File: src/rtl/rhhs_pkg.sv
`timescale 1ns / 1ps
`default_nettype none
// ----------------------------------------------------------------------------
// rhhs_pkg
// Shared types and constants for the Robin Hood hash set.
// ----------------------------------------------------------------------------
package rhhs_pkg;

    localparam int unsigned SLOTS_DEF     = 256;
    localparam int unsigned KEY_WIDTH_DEF = 32;

    localparam logic [1:0] REQ_LOOKUP = 2'd0;
    localparam logic [1:0] REQ_INSERT = 2'd1;
    localparam logic [1:0] REQ_REMOVE = 2'd2;
    localparam logic [1:0] REQ_CLEAR  = 2'd3;

    localparam logic [1:0] ST_OK       = 2'd0;
    localparam logic [1:0] ST_NOTFOUND = 2'd1;
    localparam logic [1:0] ST_FULL     = 2'd2;

    // Commands from the controller to the datapath.
    typedef struct packed {
        logic load;       // capture request, set position to home slot (slot 0 for a clear)
        logic rd;         // issue memory read at position
        logic ins_wr;     // write carried entry at position (swap or place)
        logic ins_adv;    // advance insert probe after a read
        logic find_adv;   // advance lookup probe
        logic found;      // record found slot
        logic rm_clear;   // empty the found slot, decrement count
        logic sh_wr;      // write shifted entry to previous slot
        logic sh_adv;     // advance shift pointers
        logic clr_wr;     // clear sweep write
        logic clr_adv;    // clear sweep advance
        logic resp_load;  // load result register
        logic [1:0] resp_status;
    } rhhs_cmd_t;

    // Status from the datapath to the controller.
    typedef struct packed {
        logic [1:0] req_type;
        logic       count_zero;
        logic       full;
        logic       rd_empty;    // read slot empty
        logic       rd_match;    // read key matches request key
        logic       rd_shorter;  // resident probe length is shorter than ours
        logic       rd_le1;      // resident probe length <= 1
        logic       turn_done;   // a full turn has been probed
        logic       clr_last;    // clear sweep at last slot
    } rhhs_sts_t;

endpackage
`default_nettype wire

File: src/rtl/rhhs_ctrl.sv
`timescale 1ns / 1ps
`default_nettype none
// ----------------------------------------------------------------------------
// rhhs_ctrl
// Sequencer for lookup, insert, remove and clear requests.
// ----------------------------------------------------------------------------
module rhhs_ctrl
    import rhhs_pkg::*;
(
    input  wire logic      aclk,
    input  wire logic      aresetn,
    input  wire logic      s_valid,
    output logic           s_ready,
    output logic           m_valid,
    input  wire logic      m_ready,
    output rhhs_cmd_t      cmd,
    input  wire rhhs_sts_t sts
);

    typedef enum logic [8:0] {
        S_IDLE   = 9'b000000001,
        S_DISP   = 9'b000000010,
        S_FRD    = 9'b000000100,
        S_FCHK   = 9'b000001000,
        S_IRD    = 9'b000010000,
        S_ICHK   = 9'b000100000,
        S_SRD    = 9'b001000000,
        S_SCHK   = 9'b010000000,
        S_CLR    = 9'b100000000
    } state_t;

    state_t state_reg, state_next;
    logic   mv_reg, mv_next;

    assign m_valid = mv_reg;
    // A new item is taken once the previous result has been or is being handed over.
    assign s_ready = (state_reg == S_IDLE) && (!mv_reg || m_ready);

    always_comb begin
        state_next = state_reg;
        mv_next    = mv_reg;
        cmd        = '0;
        if (mv_reg && m_ready) begin
            mv_next = 1'b0;
        end
        case (state_reg)
            S_IDLE: begin
                if (s_valid && s_ready) begin
                    cmd.load   = 1'b1;
                    state_next = S_DISP;
                end
            end
            S_DISP: begin
                case (sts.req_type)
                    REQ_LOOKUP, REQ_REMOVE: begin
                        if (sts.count_zero) begin
                            cmd.resp_load   = 1'b1;
                            cmd.resp_status = ST_NOTFOUND;
                            mv_next         = 1'b1;
                            state_next      = S_IDLE;
                        end else begin
                            cmd.rd     = 1'b1;
                            state_next = S_FRD;
                        end
                    end
                    REQ_INSERT: begin
                        if (sts.full) begin
                            cmd.resp_load   = 1'b1;
                            cmd.resp_status = ST_FULL;
                            mv_next         = 1'b1;
                            state_next      = S_IDLE;
                        end else begin
                            cmd.rd     = 1'b1;
                            state_next = S_IRD;
                        end
                    end
                    default: begin
                        state_next = S_CLR;
                    end
                endcase
            end
            S_FRD: state_next = S_FCHK;
            S_FCHK: begin
                if (sts.rd_empty) begin
                    cmd.resp_load   = 1'b1;
                    cmd.resp_status = ST_NOTFOUND;
                    mv_next         = 1'b1;
                    state_next      = S_IDLE;
                end else if (sts.rd_match) begin
                    cmd.found = 1'b1;
                    if (sts.req_type == REQ_REMOVE) begin
                        cmd.rm_clear = 1'b1;
                        state_next   = S_SRD;
                    end else begin
                        cmd.resp_load   = 1'b1;
                        cmd.resp_status = ST_OK;
                        mv_next         = 1'b1;
                        state_next      = S_IDLE;
                    end
                end else if (sts.rd_shorter || sts.turn_done) begin
                    cmd.resp_load   = 1'b1;
                    cmd.resp_status = ST_NOTFOUND;
                    mv_next         = 1'b1;
                    state_next      = S_IDLE;
                end else begin
                    cmd.find_adv = 1'b1;
                    state_next   = S_FRD;
                end
            end
            S_IRD: state_next = S_ICHK;
            S_ICHK: begin
                cmd.ins_wr = sts.rd_empty || sts.rd_shorter;
                if (sts.rd_empty) begin
                    cmd.resp_load   = 1'b1;
                    cmd.resp_status = ST_OK;
                    mv_next         = 1'b1;
                    state_next      = S_IDLE;
                end else begin
                    cmd.ins_adv = 1'b1;
                    state_next  = S_IRD;
                end
            end
            S_SRD: state_next = S_SCHK;
            S_SCHK: begin
                if (sts.rd_le1 || sts.turn_done) begin
                    cmd.resp_load   = 1'b1;
                    cmd.resp_status = ST_OK;
                    mv_next         = 1'b1;
                    state_next      = S_IDLE;
                end else begin
                    cmd.sh_wr  = 1'b1;
                    cmd.sh_adv = 1'b1;
                    state_next = S_SRD;
                end
            end
            S_CLR: begin
                cmd.clr_wr  = 1'b1;
                cmd.clr_adv = 1'b1;
                if (sts.clr_last) begin
                    cmd.resp_load   = 1'b1;
                    cmd.resp_status = ST_OK;
                    mv_next         = 1'b1;
                    state_next      = S_IDLE;
                end
            end
            default: state_next = S_IDLE;
        endcase
        // The read for the next probe step is issued with each advance.
        if (cmd.find_adv || cmd.ins_adv || cmd.sh_adv || cmd.rm_clear) begin
            cmd.rd = 1'b1;
        end
    end

    always_ff @(posedge aclk) begin
        if (!aresetn) begin
            state_reg <= S_IDLE;
            mv_reg    <= 1'b0;
        end else begin
            state_reg <= state_next;
            mv_reg    <= mv_next;
        end
    end

endmodule
`default_nettype wire

File: config.mk
export PLATFORM = sky130hd
export DESIGN_NAME = rhhs_ctrl
export DESIGN_NICKNAME = d
export VERILOG_FILES = /design/src/rtl/rhhs_pkg.sv /design/src/rtl/rhhs_ctrl.sv
export SDC_FILE = /design/constraint.sdc
export NUM_CORES = 1
export LEC_CHECK = 0
export ABC_AREA = 1
export BUFFER_PORTS_ARGS = -buffer_cell sky130_fd_sc_hd__buf_4
export CORE_ASPECT_RATIO = 0.7
export CORE_MARGIN = 2
export CORE_UTILIZATION = 45
export DETAILED_ROUTE_END_ITERATION = 10
export MAX_ROUTING_LAYER = met4
export PLACE_DENSITY = 0.78
export SYNTH_ARGS = -nofsm -noshare
export SYNTH_HDL_FRONTEND = slang
export SYNTH_SLANG_ARGS = --single-unit
export TNS_END_PERCENT = 30
File: constraint.sdc
create_clock -name aclk -period 1.7 [get_ports aclk]
set_clock_uncertainty 0.2 [all_clocks]
set_input_delay 0.425 -clock aclk [delete_from_list [all_inputs] [get_ports aclk]]
set_output_delay 0.425 -clock aclk [all_outputs]
set_load 0.1 [all_outputs]
==> impl_metrics.json, run 1 <==
{
  "status": "aborted with a tool error",
  "lastStage": "4_1_cts",
  "run.stop_error": "[ERROR DPL-0038] Utilization greater than 100%, impossible to legalize",
  "clock_sinks": 10,
  "start_util": 0.492,
  "synth_top_area_cell": "dfxtp_1",
  "post_cts_resized": 86,
  "routabilityCongestion": 0.968,
  "synth_edf_count": 0,
  "synth-seq-area-share": 0.212,
  "fp-row-count": 13,
  "dp_cells": 271,
  "clockRootBuffer": "clkbuf_4",
  "hpwl_um": 3350,
  "netlist.area_leader.share": 0.212,
  "synth-warning-count": 0,
  "cts_hold_buf": 0,
  "port_buffers": 29,
  "htreeDepth": 1,
  "cts_buffer_depth": 2,
  "synth.distinct_cells": 22,
  "yosysMostFrequentCell": "nand2_1",
  "ys_top_cells_by_count": "44 x nand2_1, 33 x nor2_1, 26 x inv_1",
  "die_x_um": 58.7,
  "async_reset_ff_frac": 0,
  "yosys_register_bits": 10,
  "synthFlopType": "dfxtp_1",
  "synthesis.nets": 182,
  "postCtsSetupRepairBufs": 10,
  "die_y_um": 42.3,
  "syn_area_um2": 943,
  "yosys-top-cells-area": "dfxtp_1 21%, nand2_1 18%, nor2_1 13%",
  "synth_cells": 168,
  "cts_buffers": 3,
  "syn_avg_cell_area_um2": 5.62,
  "io_pins": 30
}
metrics by stage:
| stage | setup WS [ns] | utilization | TNS [ns] | area, um2 |
|---|---|---|---|---|
| detailed placement | -0.523 | 0.868 | -5.54 | 1670 |
| global placement | -0.480 | 0.868 | -4.54 | 1670 |
| floorplan | -1.23 | - | -10.71 | 1040 |
cell families after synthesis:
group	synth area share
and+or+nand+nor	0.584
buffers and inverters	0.147
AOI/OAI and AO/OA	0.0570
DFF	0.212
==> run 2: changes to the inputs <==
CORE_AREA = 2 2 63 65   (was unset)
CORE_ASPECT_RATIO = unset   (was 0.7)
CORE_MARGIN = unset   (was 2)
CORE_UTILIZATION = unset   (was 45)
DIE_AREA = 0 0 65 67   (was unset)
MAX_ROUTING_LAYER = unset   (was met4)
PLACE_DENSITY = unset   (was 0.78)
PLACE_DENSITY_LB_ADDON = 0.15   (was unset)
clock period = 2.2 ns   (was 1.7 ns; I/O delays follow)
==> impl_metrics.json, run 2 <==
{
  "status": "finished with violations",
  "violations": "negative setup slack",
  "fillerInstances": 341,
  "wl_met2_um": 1980,
  "min_from": "aresetn",
  "period_needed_ns": 2.36,
  "cts.clk_slew.worst_paths_ns": 0.05,
  "htreeDepth": 1,
  "cp-startpoint": "state_reg[4]$_SDFFE_PN0P_",
  "crit_type": "register to primary output",
  "netlist.area_leader.share": 0.212,
  "grt_max_degree": 8,
  "syn2layout_area_growth_pct": 121,
  "die_y_um": 67,
  "die_area_um2": 4360,
  "synth_top_area_cell": "dfxtp_1",
  "highest_layer": "met4",
  "period_share": 1.07,
  "drc": 0,
  "final_cell_area_um2": 2080,
  "synthFlopType": "dfxtp_1",
  "fin_util": 0.577,
  "overflow": 0,
  "async_reset_ff_frac": 0,
  "io_pins": 30,
  "drive_gt1_frac": 0.604,
  "rsz0062_at_grt": "yes",
  "drt_wl_total_um": 3610,
  "hold_slack_ns": 0.373,
  "maxCapViolCount": 0,
  "clockRootBuffer": "clkbuf_8",
  "core_region_area_um2": 3610,
  "synth-seq-area-share": 0.212,
  "syn_area_um2": 943,
  "setup_viol": 14,
  "die_x_um": 65,
  "crit_required_ns": 1.45,
  "wl_met1_um": 1390,
  "final_common_cell": "buf_4",
  "clock_sinks": 10,
  "routabilityCongestion": 0.764,
  "ys_top_cells_by_count": "44 x nand2_1, 33 x nor2_1, 26 x inv_1",
  "syn_avg_cell_area_um2": 5.62,
  "port_buffers": 29,
  "antennaDiodeCount": 0,
  "wl_per_cell_um": 11.9,
  "cts_buffer_depth": 2,
  "vias": 1357,
  "yosys_register_bits": 10,
  "final_cell_mix": "65 x buf_4, 33 x nand2_1, 22 x inv_1, 22 x nor2_1",
  "ant_nets": 0,
  "wl_met3_um": 132,
  "dr.pass1.iters": 5,
  "hpwl_um": 2690,
  "drt_iter0_markers": 30,
  "hold_viol_final": 0,
  "largest_reg_flops": 9,
  "slew_headroom": 0.815,
  "rr_startpoint": "state_reg[0]$_SDFFE_PN1P_",
  "fp-row-count": 22,
  "dpl-instance-area_um2": 1560,
  "endpoint_kind": "primary output",
  "insertion_delay_ns": 0.24,
  "synth.distinct_cells": 22,
  "crit_arrival_ns": 1.61,
  "holdCritPathClass": "primary input to register",
  "crit_fanout": 3,
  "grt_pass1_vias": 1373,
  "p_per_area_nw_per_um2": 323,
  "antenna_found_initial": 0,
  "slew_viol_final": 0,
  "start_kind": "register",
  "start_util": 0.262,
  "synth_edf_count": 0,
  "yosysMostFrequentCell": "nand2_1",
  "synth_cells": 168,
  "cts_buffers": 3,
  "ir_drop_mv": 0.154,
  "fmax_mhz": 423,
  "worst_slack_ns": -0.162,
  "worstMarginPinSlew_ns": 0.280,
  "synthesis.nets": 182,
  "cts_tree": "yes",
  "grt_pass1_wl_um": 5950,
  "vias_per_cell": 4.48,
  "synth-warning-count": 0,
  "yosys-top-cells-area": "dfxtp_1 21%, nand2_1 18%, nor2_1 13%",
  "track_usage": 0.178,
  "fin_nets": 270,
  "p_leak_nw": 1.05
}
run 2: final cells by class:
cell class | count | area (um2) | share of cell area
multi-input combinational | 123 | 801 | 0.385
sequential | 10 | 214 | 0.103
timing repair buffer | 85 | 827 | 0.397
inverter | 33 | 135 | 0.0649
tap | 48 | 60.1 | 0.0288
clock buffer | 4 | 45.0 | 0.0216
run 2: cells by family after synthesis:
group / count (synthesis) / synth area share
buf+inv: 35 / 0.147
simple gates: 116 / 0.584
compound gates: 7 / 0.0570
flops: 10 / 0.212
run 2: power breakdown:
part	leakage (nW)	switching [mW]	internal (mW)
Combinational	0.943	0.157	0.123
Clock	0.0228	0.0725	0.127
Sequential	0.0851	0.00589	0.187
Total	1.05	0.235	0.437
run 2: per-stage QoR:
| step | power [mW] | setup WS [ns] | setup TNS (ns) | cells |
|---|---|---|---|---|
| floorplan | 0.335 | -0.875 | -4.71 | 168 |
| global placement | 0.415 | -0.171 | -0.499 | 282 |
| detailed placement | 0.417 | -0.169 | -0.500 | 282 |
| CTS | 0.645 | -0.196 | -1.44 | 296 |
| global route | 0.703 | -0.241 | -2.42 | 303 |
| finish | 0.673 | -0.162 | -1.51 | 303 |
run 2: what timing repair did:
| action | 4_1_cts | 5_1_grt |
|---|---|---|
| pin swaps | 14 | 14 |
| buffers inserted | 10 | 7 |
| gates resized for setup | 62 | 30 |
| endpoints found under the setup margin | 15 | 15 |
| hold buffers | 0 | 0 |
run 2: path summary, 6_finish.rpt:
check	to	slack [ns]	depth (start not counted)
worst min-delay path	m_valid$_SDFF_PN0_	0.37	3
worst max register to register	state_reg[5]$_SDFFE_PN0P_	0.20	13
worst min register to register	state_reg[7]$_SDFFE_PN0P_	0.39	4
worst max-delay path	cmd[12]	-0.16	10
run 2: metal layers:
metal / track usage / vias to the layer above
met5: 0 / -
met3: 0.0135 / 9
li1: - / 693
met2: 0.356 / 38
met1: 0.183 / 617
met4: 0.0931 / 0
run 2: critical path, stage by stage (launching register included):
cell,delay [ns]
dfxtp_2,0.33
nor2_4,0.14
nand2_4,0.09
nor2_4,0.12
nand2_2,0.09
nor2_4,0.11
nand3_2,0.12
o21ai_2,0.09
inv_2,0.05
nand2_2,0.07
buf_12,0.17
No activity file was read; power rests on OpenSTA's default activity.
